File: config.mk
export PLATFORM = sky130hd
export DESIGN_NAME = lru_page_cache_vertex_budget_core
export DESIGN_NICKNAME = d
export VERILOG_FILES = /design/src/rtl/core/lpcvb_pkg.sv /design/src/rtl/core/lpcvb_cell.sv /design/src/rtl/core/lpcvb_ctrl.sv /design/src/rtl/core/lru_page_cache_vertex_budget_core.sv
export VERILOG_INCLUDE_DIRS = /design/src /design/src/rtl/core
export SDC_FILE = /design/constraint.sdc
export NUM_CORES = 2
export LEC_CHECK = 0
export BUFFER_PORTS_ARGS = -buffer_cell sky130_fd_sc_hd__buf_2
export CORE_MARGIN = 2
export CORE_UTILIZATION = 55
export DETAILED_ROUTE_END_ITERATION = 10
export PLACE_DENSITY = 0.68
export SLEW_MARGIN = 20
export SYNTH_ARGS = -nofsm -noshare
export SYNTH_HDL_FRONTEND = slang
export SYNTH_SLANG_ARGS = --single-unit
File: constraint.sdc
create_clock -name clock -period 16.75 [get_ports clock]
set_input_delay 1.675 -clock clock [delete_from_list [all_inputs] [get_ports clock]]
set_output_delay 1.675 -clock clock [all_outputs]
set_load 0.02 [all_outputs]
File: src/rtl/core/lru_page_cache_vertex_budget_core_macros.svh
// assertion macros for the lru page cache vertex budget core
`ifndef LRU_PAGE_CACHE_VERTEX_BUDGET_CORE_MACROS_SVH
`define LRU_PAGE_CACHE_VERTEX_BUDGET_CORE_MACROS_SVH

// condition implies check in the same cycle
`define LPCVB_ASSERT_SAME(label, clk, rst, ante, cons, msg) \
   label: assert property (@(posedge clk) disable iff (rst) (ante) |-> (cons)) \
      else $error(msg);

// condition implies check in the following cycle
`define LPCVB_ASSERT_NEXT(label, clk, rst, ante, cons, msg) \
   label: assert property (@(posedge clk) disable iff (rst) (ante) |=> (cons)) \
      else $error(msg);

`endif

File: src/rtl/core/lpcvb_pkg.sv
// shared types and constants of the lru page cache vertex budget core
package lpcvb_pkg;

   localparam int ACTION_W   = 3;
   localparam int PAGE_IDX_W = 5;
   localparam int VTX_W      = 16;
   localparam int TOTAL_W    = 21;
   localparam int KIND_W     = 2;

   typedef enum logic [ACTION_W-1:0] {
      ACT_VISIT     = 3'd0,
      ACT_LOAD      = 3'd1,
      ACT_DONE      = 3'd2,
      ACT_SET_COUNT = 3'd3,
      ACT_CLEAR     = 3'd4
   } action_type;

   typedef enum logic [KIND_W-1:0] {
      KIND_NONE   = 2'd0,
      KIND_EVICT  = 2'd1,
      KIND_ISSUE  = 2'd2,
      KIND_REJECT = 2'd3
   } kind_type;

   typedef enum logic [1:0] {
      ST_IDLE,
      ST_APPLY,
      ST_EVICT,
      ST_ISSUE
   } state_type;

   typedef struct packed {
      logic             loaded;
      logic             loading;
      logic [VTX_W-1:0] vertices;
   } page_rec_type;

   typedef struct packed {
      logic             lookup;
      logic             shift;
      logic             set_loaded;
      logic             clr_loading;
      logic             set_loading;
      logic             set_count;
      logic             clear_all;
      logic             evict;
      logic [VTX_W-1:0] count;
   } cell_cmd_type;

   typedef struct packed {
      logic                  found;
      logic [PAGE_IDX_W-1:0] page;
      logic [VTX_W-1:0]      vertices;
   } victim_type;

endpackage

File: src/rtl/core/lpcvb_cell.sv
// one recency slot: page id, page record and neighbor chains
module lpcvb_cell
   import lpcvb_pkg::*;
#(
   parameter int ID_W = 5,
   parameter int SLOT = 0
) (
   input  logic                  clock,
   input  logic                  reset,
   input  cell_cmd_type          cmd,
   input  logic [PAGE_IDX_W-1:0] page,
   input  logic [ID_W-1:0]       left_id,
   input  page_rec_type          left_rec,
   input  logic                  shift_seen_in,
   output logic                  shift_seen_out,
   input  logic                  loaded_seen_in,
   output logic                  loaded_seen_out,
   output logic [ID_W-1:0]       id,
   output page_rec_type          rec,
   output logic                  match,
   output logic                  victim
);

   localparam int CMP_W = (ID_W > PAGE_IDX_W) ? ID_W : PAGE_IDX_W;

   logic [ID_W-1:0] id_ff, id_in;
   page_rec_type    rec_ff, rec_in;
   logic            hit_ff, hit_in;
   logic            shift_en;

   always_comb begin
      match           = (CMP_W'(id_ff) == CMP_W'(page));
      shift_en        = ~shift_seen_in;
      shift_seen_out  = shift_seen_in | hit_ff;
      loaded_seen_out = loaded_seen_in | rec_ff.loaded;
      victim          = rec_ff.loaded & ~loaded_seen_in;

      hit_in = cmd.lookup ? match : hit_ff;
      id_in  = id_ff;
      rec_in = rec_ff;

      // move to front: every slot up to the hit takes its neighbor's entry
      if (cmd.shift && shift_en) begin
         id_in  = left_id;
         rec_in = left_rec;
      end
      if (hit_ff) begin
         if (cmd.set_loaded) begin
            rec_in.loaded = 1'b1;
         end
         if (cmd.clr_loading) begin
            rec_in.loading = 1'b0;
         end
         if (cmd.set_loading) begin
            rec_in.loading = 1'b1;
         end
         if (cmd.set_count) begin
            rec_in.vertices = cmd.count;
         end
      end
      if (cmd.clear_all) begin
         rec_in.loaded = 1'b0;
      end
      if (cmd.evict && victim) begin
         rec_in.loaded = 1'b0;
      end
   end

   always_ff @(posedge clock) begin
      if (reset) begin
         id_ff  <= ID_W'(SLOT);
         rec_ff <= '0;
         hit_ff <= 1'b0;
      end else begin
         id_ff  <= id_in;
         rec_ff <= rec_in;
         hit_ff <= hit_in;
      end
   end

   assign id  = id_ff;
   assign rec = rec_ff;

endmodule

File: src/rtl/core/lpcvb_ctrl.sv
// item sequencer: lookup, apply, eviction walk, result register, budget
`include "lru_page_cache_vertex_budget_core_macros.svh"

module lpcvb_ctrl
   import lpcvb_pkg::*;
#(
   parameter int NUM_PAGES = 32
) (
   input  logic                  clock,
   input  logic                  reset,
   input  logic                  req_valid,
   output logic                  req_stall,
   input  logic [ACTION_W-1:0]   req_action,
   input  logic [PAGE_IDX_W-1:0] req_page_index,
   input  logic [VTX_W-1:0]      req_vertex_count,
   output logic                  rsp_valid,
   input  logic                  rsp_stall,
   output logic [KIND_W-1:0]     rsp_kind,
   output logic [PAGE_IDX_W-1:0] rsp_result_page,
   output logic [TOTAL_W-1:0]    rsp_cached_total,
   output logic                  rsp_last,
   input  logic                  csr_wr_en,
   input  logic [TOTAL_W-1:0]    csr_wr_data,
   input  page_rec_type          lookup_rec,
   input  victim_type            victim,
   output cell_cmd_type          cmd,
   output logic [PAGE_IDX_W-1:0] cell_page,
   output page_rec_type          front_rec
);

   localparam int CMP_W = PAGE_IDX_W + 2;

   state_type             state_ff, state_in;
   logic [ACTION_W-1:0]   action_ff, action_in;
   logic [PAGE_IDX_W-1:0] page_ff, page_in;
   logic [VTX_W-1:0]      count_ff, count_in;
   logic                  valid_page_ff, valid_page_in;
   page_rec_type          rec_ff, rec_in;
   logic [TOTAL_W-1:0]    total_ff, total_in;
   logic [TOTAL_W-1:0]    budget_ff, budget_in;

   logic                  rsp_valid_ff, rsp_valid_in;
   kind_type              rsp_kind_ff, rsp_kind_in;
   logic [PAGE_IDX_W-1:0] rsp_page_ff, rsp_page_in;
   logic [TOTAL_W-1:0]    rsp_total_ff, rsp_total_in;
   logic                  rsp_last_ff, rsp_last_in;

   logic accept;
   logic out_free;
   logic emit;
   logic over_now;
   logic over_after;

   always_comb begin
      accept    = req_valid && (state_ff == ST_IDLE);
      req_stall = (state_ff != ST_IDLE);
      out_free  = ~rsp_valid_ff | ~rsp_stall;
      cell_page = (state_ff == ST_IDLE) ? req_page_index : page_ff;
      front_rec = rec_ff;

      action_in     = accept ? req_action : action_ff;
      page_in       = accept ? req_page_index : page_ff;
      count_in      = accept ? req_vertex_count : count_ff;
      valid_page_in = accept ? (CMP_W'(req_page_index) < CMP_W'(NUM_PAGES)) : valid_page_ff;
      rec_in        = accept ? lookup_rec : rec_ff;
      budget_in     = csr_wr_en ? csr_wr_data : budget_ff;

      over_now   = ((TOTAL_W + 1)'(total_ff) + (TOTAL_W + 1)'(rec_ff.vertices))
                   > (TOTAL_W + 1)'(budget_ff);
      over_after = 1'b0;

      cmd         = '0;
      cmd.count   = count_ff;
      cmd.lookup  = accept;
      state_in    = state_ff;
      total_in    = total_ff;
      emit        = 1'b0;
      rsp_kind_in = KIND_NONE;
      rsp_page_in = '0;
      rsp_last_in = 1'b1;

      unique case (state_ff)
         ST_IDLE: begin
            if (accept) begin
               state_in = ST_APPLY;
            end
         end
         ST_APPLY: begin
            if (out_free) begin
               emit     = 1'b1;
               state_in = ST_IDLE;
               if (action_ff == ACT_CLEAR) begin
                  cmd.clear_all = 1'b1;
                  total_in      = '0;
               end else if (valid_page_ff) begin
                  unique case (action_ff)
                     ACT_VISIT: begin
                        cmd.shift = 1'b1;
                     end
                     ACT_LOAD: begin
                        priority if (rec_ff.loading) begin
                           rsp_kind_in = KIND_NONE;
                        end else if (rec_ff.loaded) begin
                           cmd.clr_loading = 1'b1;
                        end else if (TOTAL_W'(rec_ff.vertices) > budget_ff) begin
                           rsp_kind_in = KIND_REJECT;
                           rsp_page_in = page_ff;
                        end else begin
                           cmd.set_loading = 1'b1;
                           if (over_now) begin
                              emit     = 1'b0;
                              state_in = ST_EVICT;
                           end else begin
                              rsp_kind_in = KIND_ISSUE;
                              rsp_page_in = page_ff;
                           end
                        end
                     end
                     ACT_DONE: begin
                        cmd.set_loaded  = 1'b1;
                        cmd.clr_loading = 1'b1;
                        if (!rec_ff.loaded) begin
                           total_in = total_ff + TOTAL_W'(rec_ff.vertices);
                        end
                     end
                     ACT_SET_COUNT: begin
                        cmd.set_count = 1'b1;
                        if (rec_ff.loaded) begin
                           total_in = total_ff - TOTAL_W'(rec_ff.vertices)
                                      + TOTAL_W'(count_ff);
                        end
                     end
                     default: begin
                        rsp_kind_in = KIND_NONE;
                     end
                  endcase
               end
            end
         end
         ST_EVICT: begin
            if (out_free) begin
               emit = 1'b1;
               if (victim.found) begin
                  cmd.evict   = 1'b1;
                  total_in    = total_ff - TOTAL_W'(victim.vertices);
                  over_after  = ((TOTAL_W + 1)'(total_in) + (TOTAL_W + 1)'(rec_ff.vertices))
                                > (TOTAL_W + 1)'(budget_ff);
                  rsp_kind_in = KIND_EVICT;
                  rsp_page_in = victim.page;
                  rsp_last_in = 1'b0;
                  state_in    = over_after ? ST_EVICT : ST_ISSUE;
               end else begin
                  rsp_kind_in = KIND_ISSUE;
                  rsp_page_in = page_ff;
                  state_in    = ST_IDLE;
               end
            end
         end
         ST_ISSUE: begin
            if (out_free) begin
               emit        = 1'b1;
               rsp_kind_in = KIND_ISSUE;
               rsp_page_in = page_ff;
               state_in    = ST_IDLE;
            end
         end
         default: begin
            state_in = ST_IDLE;
         end
      endcase

      rsp_total_in = total_in;
      rsp_valid_in = emit ? 1'b1 : (rsp_valid_ff & rsp_stall);
   end

   always_ff @(posedge clock) begin
      if (reset) begin
         state_ff     <= ST_IDLE;
         total_ff     <= '0;
         budget_ff    <= '1;
         rsp_valid_ff <= 1'b0;
      end else begin
         state_ff     <= state_in;
         total_ff     <= total_in;
         budget_ff    <= budget_in;
         rsp_valid_ff <= rsp_valid_in;
      end
   end

   always_ff @(posedge clock) begin
      action_ff     <= action_in;
      page_ff       <= page_in;
      count_ff      <= count_in;
      valid_page_ff <= valid_page_in;
      rec_ff        <= rec_in;
      if (emit) begin
         rsp_kind_ff  <= rsp_kind_in;
         rsp_page_ff  <= rsp_page_in;
         rsp_total_ff <= rsp_total_in;
         rsp_last_ff  <= rsp_last_in;
      end
   end

   assign rsp_valid        = rsp_valid_ff;
   assign rsp_kind         = rsp_kind_ff;
   assign rsp_result_page  = rsp_page_ff;
   assign rsp_cached_total = rsp_total_ff;
   assign rsp_last         = rsp_last_ff;

   `LPCVB_ASSERT_SAME(a_evict_only_on_load, clock, reset,
      (state_ff == ST_EVICT) || (state_ff == ST_ISSUE), action_ff == ACT_LOAD,
      "eviction walk outside a load request")
   `LPCVB_ASSERT_SAME(a_evict_no_underflow, clock, reset,
      cmd.evict, total_ff >= TOTAL_W'(victim.vertices),
      "evicted vertices exceed the loaded total")
   `LPCVB_ASSERT_SAME(a_evict_not_last, clock, reset,
      rsp_valid_ff && (rsp_kind_ff == KIND_EVICT), !rsp_last_ff,
      "eviction result marked last")
   `LPCVB_ASSERT_NEXT(a_evict_then_issue, clock, reset,
      cmd.evict, (state_ff == ST_EVICT) || (state_ff == ST_ISSUE),
      "load issue lost after an eviction")

endmodule

File: src/rtl/core/lru_page_cache_vertex_budget_core.sv
// LRU page cache with a vertex budget. The pages sit in a chain of slots, front
// slot most recent; each slot holds a page id with its loaded and loading marks
// and vertex count. An item first broadcasts the page to all slots and captures
// its record, then applies the action and writes the result register (a visit
// shifts the chain one step toward the back up to the hit slot and puts the page
// in front). A load request that must make room then walks the evictions, one
// eviction per cycle while rsp_stall does not hold them, each picking the least
// recent loaded slot through a priority chain along the slots, and ends with the
// load result. A result waiting on rsp_stall holds the next item only once it
// blocks a further result. There is no clearing pass after reset.
module lru_page_cache_vertex_budget_core
   import lpcvb_pkg::*;
#(
   parameter int NUM_PAGES = 32
) (
   input  logic                  clock,
   input  logic                  reset,
   input  logic                  req_valid,
   output logic                  req_stall,
   input  logic [ACTION_W-1:0]   req_action,
   input  logic [PAGE_IDX_W-1:0] req_page_index,
   input  logic [VTX_W-1:0]      req_vertex_count,
   output logic                  rsp_valid,
   input  logic                  rsp_stall,
   output logic [KIND_W-1:0]     rsp_kind,
   output logic [PAGE_IDX_W-1:0] rsp_result_page,
   output logic [TOTAL_W-1:0]    rsp_cached_total,
   output logic                  rsp_last,
   input  logic                  csr_wr_en,
   input  logic [TOTAL_W-1:0]    csr_wr_data
);

   localparam int ID_W = (NUM_PAGES > 1) ? $clog2(NUM_PAGES) : 1;

   cell_cmd_type          cmd;
   logic [PAGE_IDX_W-1:0] cell_page;
   page_rec_type          front_rec;
   page_rec_type          lookup_rec;
   victim_type            victim;

   logic [ID_W-1:0]       ids       [NUM_PAGES];
   page_rec_type          recs      [NUM_PAGES];
   logic [ID_W-1:0]       left_ids  [NUM_PAGES];
   page_rec_type          left_recs [NUM_PAGES];
   logic [NUM_PAGES-1:0]  hit_vec;
   logic [NUM_PAGES-1:0]  victims;
   logic [NUM_PAGES:0]    shift_chain;
   logic [NUM_PAGES:0]    loaded_chain;
   logic [ID_W-1:0]       victim_id;

   assign shift_chain[0]          = 1'b0;
   assign loaded_chain[NUM_PAGES] = 1'b0;

   for (genvar i = 0; i < NUM_PAGES; i++) begin : g_slot
      if (i == 0) begin : g_front
         assign left_ids[i]  = ID_W'(cell_page);
         assign left_recs[i] = front_rec;
      end else begin : g_inner
         assign left_ids[i]  = ids[i-1];
         assign left_recs[i] = recs[i-1];
      end

      lpcvb_cell #(
         .ID_W (ID_W),
         .SLOT (i)
      ) u_cell (
         .clock           (clock),
         .reset           (reset),
         .cmd             (cmd),
         .page            (cell_page),
         .left_id         (left_ids[i]),
         .left_rec        (left_recs[i]),
         .shift_seen_in   (shift_chain[i]),
         .shift_seen_out  (shift_chain[i+1]),
         .loaded_seen_in  (loaded_chain[i+1]),
         .loaded_seen_out (loaded_chain[i]),
         .id              (ids[i]),
         .rec             (recs[i]),
         .match           (hit_vec[i]),
         .victim          (victims[i])
      );
   end

   // one-hot read buses for the looked-up page and the eviction victim
   always_comb begin
      lookup_rec      = '0;
      victim_id       = '0;
      victim.vertices = '0;
      for (int i = 0; i < NUM_PAGES; i++) begin
         if (hit_vec[i]) begin
            lookup_rec = page_rec_type'(lookup_rec | recs[i]);
         end
         if (victims[i]) begin
            victim_id       = victim_id | ids[i];
            victim.vertices = victim.vertices | recs[i].vertices;
         end
      end
      victim.found = loaded_chain[0];
      victim.page  = PAGE_IDX_W'(victim_id);
   end

   lpcvb_ctrl #(
      .NUM_PAGES (NUM_PAGES)
   ) u_ctrl (
      .clock            (clock),
      .reset            (reset),
      .req_valid        (req_valid),
      .req_stall        (req_stall),
      .req_action       (req_action),
      .req_page_index   (req_page_index),
      .req_vertex_count (req_vertex_count),
      .rsp_valid        (rsp_valid),
      .rsp_stall        (rsp_stall),
      .rsp_kind         (rsp_kind),
      .rsp_result_page  (rsp_result_page),
      .rsp_cached_total (rsp_cached_total),
      .rsp_last         (rsp_last),
      .csr_wr_en        (csr_wr_en),
      .csr_wr_data      (csr_wr_data),
      .lookup_rec       (lookup_rec),
      .victim           (victim),
      .cmd              (cmd),
      .cell_page        (cell_page),
      .front_rec        (front_rec)
   );

endmodule

==> impl_metrics.ini <==
[die]
placement_rows = 112
die-area_sq_um = 96800
die_w_um = 311
die-height_um = 311
fp.coreArea_sq_um = 93300
num_io_pins = 81
initial_utilization = 0.556

[routing]
vias = 54813
route.final.wire_length_um = 244000
ant_nets = 0
detail_route.iter0.violations = 10181
drtPass1Iterations = 10
drc_errors = 0
viasPerCell = 7.21
final_routed_wire_length_divided_by_cell_count_um = 32.1

[final_layout]
final_core_util = 0.609
layout_commonest_cell = sky130_fd_sc_hd__nand2_1
filler_cell_count = 8371
nets = 6494
syn_to_final_growth_pct = 9.59
drive_above_1_share = 0.0854
most-common-layout-cells = sky130_fd_sc_hd__nand2_1, sky130_fd_sc_hd__dfxtp_1, sky130_fd_sc_hd__nor2_1, sky130_fd_sc_hd__a311oi_1, sky130_fd_sc_hd__a22oi_1

[global_route]
track_usage = 0.482
grt_pass1_vias = 49839
grt_start_max_net_pins = 90
total_congestion_overflow = 0
grt_pass1_wl_um = 350000
initial_antenna_violation_count = 12

[timing]
fmax_mhz = 103
timing.final.crit_share = 0.582
fin_tns_setup_ps = 0
final_hold_vios = 0
slew_viol_final = 0
post-route-min-period_ps = 9750
timing.final.setup_violations = 0
max-slew-margin-rel = 0.130
worst_clock_skew_ps = 36.2
transition_time_at_the_pin_with_the_least_slew_margin_ps = 1300
rsz_0062_raised_after_global_routing = false

[clocking]
clk_transition_reported_paths_ps = 70
clkLatencyLatePin_ps = 740
htree_levels = 3
tritoncts = done
cts_inserted_buffers = 99
max-clock-path-buffers = 3
cts.repair_timing.setup_buffer_count = 0
cts_root_buf = sky130_fd_sc_hd__clkbuf_16
post_cts_hold_buffer_count = 0
clock_sink_count = 884
ctsResizeCount = 0

[synthesis]
yosys_register_bits = 884
synth_fp_nets = 6721
synth_top_area_frac = 0.314
synth.top_cells.by_area = sky130_fd_sc_hd__dfxtp_1, sky130_fd_sc_hd__nand2_1, sky130_fd_sc_hd__a311oi_1
async_flop_share = 0
synth_warnings = 0
synthesis.area_per_instance_sq_um = 7.99
synth_enable_flop_cells = 71
synth.largest_area_cell = sky130_fd_sc_hd__dfxtp_1
ys.flop_type = sky130_fd_sc_hd__dfxtp_1
sequential_element_share_of_the_synthesized_area = 0.355
synthCells = 6492
synthesis.area_sq_um = 51900
yosysUniqueCellTypes = 75

[place]
gp_congestion = 1.10
detailed_place_hpwl_um = 174000
placement.io_buffers = 80

[critical_path]
slowest_stage = sky130_fd_sc_hd__nor3_2
cp_max_fo = 14
critical_path.startpoint_type = flop
worst_path_bufs_invs = 2
timing.setup.critical_path_class = reg -> reg
cpLargestDelayFamily = simple AND/OR/NAND/NOR gates
critPathArrivalTime_ps = 10380
cpPeakStageDelay_ps = 820
worst_ep_required_time_ps = 17380
setup.worst_path.end_class = flop

[outcome]
status = finished clean

[hold_path]
hold_class = reg -> reg

[power_and_ir_drop]
design_power_total_mw = 5.12
peakVddDrop_mv = 0.0861
total_leakage_power_nw = 20.1
power_density_nw_per_um2 = 90.1

[flow_run]
cap_violations = 0
-- kinds of logic (layout without fill, tap and decap cells) --
group / after synthesis / after routing / synth area share
DFF: 884 / 884 / 0.355
buffers and inverters: 739 / 595 / 0.0543
AOI/OAI and AO/OA: 1836 / 1836 / 0.259
xor gates and xnor gates: 220 / 220 / 0.0371
and+or+nand+nor: 2346 / 2346 / 0.193
other: 0 / 5 / 0
muxes: 288 / 288 / 0.0556
adders and majority gates: 179 / 179 / 0.0459
-- worst paths after layout --
kind                                  start                      to  slack [ps]  cells after the start
setup / recovery  g_slot[29].u_cell.rec[17]      u_ctrl.state_ff[0]        7000                     35
hold / removal       g_slot[3].u_cell.id[1]  g_slot[4].u_cell.id[1]         500                      2
setup reg to reg  g_slot[29].u_cell.rec[17]      u_ctrl.state_ff[0]        7000                     35
hold reg to reg      g_slot[3].u_cell.id[1]  g_slot[4].u_cell.id[1]         500                      2
-- worst register-to-register path: cells and delay by family, from the launching register on --
kind / cells / cell delay, ps
compound gates: 15 / 3380
xor+xnor: 2 / 470
fa+ha+maj: 4 / 1330
buf+inv: 2 / 420
flops: 1 / 460
simple gates: 12 / 3610
-- area by class of cell --
| cell class | count | area [sq um] | area share |
|---|---|---|---|
| well taps | 1254 | 1570 | 0.0276 |
| clock buffers | 134 | 2830 | 0.0498 |
| clock inverters | 50 | 581 | 0.0102 |
| multi-input cells | 4869 | 31100 | 0.548 |
| inverters | 164 | 619 | 0.0109 |
| repair buffers | 247 | 1680 | 0.0295 |
| flip-flops and latches | 884 | 18400 | 0.324 |
| diodes | 5 | 12.5 | 0.000220 |
-- per-layer routing --
layer,part of all wire,GRT usage,vias to the layer above
met2,0.41,0.703,4479
li1,-,-,23389
met5,0.0012,0.00148,-
met4,0.063,0.240,22
met1,0.37,0.609,25893
met3,0.15,0.202,1030
-- registers in the layout, indices dropped and copies added, names as in the netlist --
name,cells
u_ctrl.budget_ff,21
g_slot.u_cell.id,160
u_ctrl.rsp_result_page,5
u_ctrl.rsp_cached_total,21
u_ctrl.rsp_last,1
u_ctrl.page_ff,5
u_ctrl.action_ff,3
u_ctrl.rsp_valid,1
u_ctrl.count_ff,16
u_ctrl.front_rec,18
g_slot.u_cell.rec,576
u_ctrl.state_ff,2
u_ctrl.rsp_kind,2
g_slot.u_cell.hit_ff,32
u_ctrl.total_ff,21
-- through the flow --
stage          worst slack [ps]  area (sq um)  hold WS (ps)  std cells
4_1_cts                    7030         56800           503       7601
5_1_grt                    6540         56800           530       7602
2_1_floorplan              9180         51900           465       6492
3_5_place_dp               7070         53400           492       7417
6_report                   7000         56800           497       7607
3_3_place_gp               7290         53400           480       7417
-- power by group --
| group | internal [mW] | switching [mW] | leakage, nW |
|---|---|---|---|
| Sequential | 2.16 | 0.0359 | 7.23 |
| Clock | 1.34 | 0.985 | 1.67 |
| Combinational | 0.166 | 0.433 | 11.2 |
-- synthesized netlist by cell type, types with 8 or more instances --
cell type / instances
sky130_fd_sc_hd__o22ai_1: 10
sky130_fd_sc_hd__edfxtp_1: 71
sky130_fd_sc_hd__dfxtp_1: 813
sky130_fd_sc_hd__nand3_1: 126
sky130_fd_sc_hd__ha_1: 160
sky130_fd_sc_hd__buf_1: 25
sky130_fd_sc_hd__or3_1: 29
sky130_fd_sc_hd__or4_1: 15
sky130_fd_sc_hd__nand2b_1: 28
sky130_fd_sc_hd__mux2i_1: 286
sky130_fd_sc_hd__xnor2_1: 109
sky130_fd_sc_hd__a311oi_1: 340
sky130_fd_sc_hd__nor2b_1: 31
sky130_fd_sc_hd__fa_1: 19
sky130_fd_sc_hd__xor2_1: 111
sky130_fd_sc_hd__and2_1: 25
sky130_fd_sc_hd__nand2_1: 1106
sky130_fd_sc_hd__o21ai_0: 230
sky130_fd_sc_hd__o41ai_1: 8
sky130_fd_sc_hd__a31oi_1: 15
sky130_fd_sc_hd__a221oi_1: 169
sky130_fd_sc_hd__a21o_1: 24
sky130_fd_sc_hd__o21a_1: 21
sky130_fd_sc_hd__nor4_1: 18
sky130_fd_sc_hd__nand4_1: 100
sky130_fd_sc_hd__o211ai_1: 42
sky130_fd_sc_hd__a22oi_1: 326
sky130_fd_sc_hd__and3_1: 29
sky130_fd_sc_hd__a211oi_1: 209
sky130_fd_sc_hd__a222oi_1: 31
sky130_fd_sc_hd__inv_1: 164
sky130_fd_sc_hd__nor2_1: 699
sky130_fd_sc_hd__clkbuf_1: 529
sky130_fd_sc_hd__a21oi_1: 259
sky130_fd_sc_hd__or2_2: 13
sky130_fd_sc_hd__a22o_1: 86
sky130_fd_sc_hd__nor3_1: 86
sky130_fd_sc_hd__buf_2: 15
Note: power is estimated with default switching activity, not from simulation.
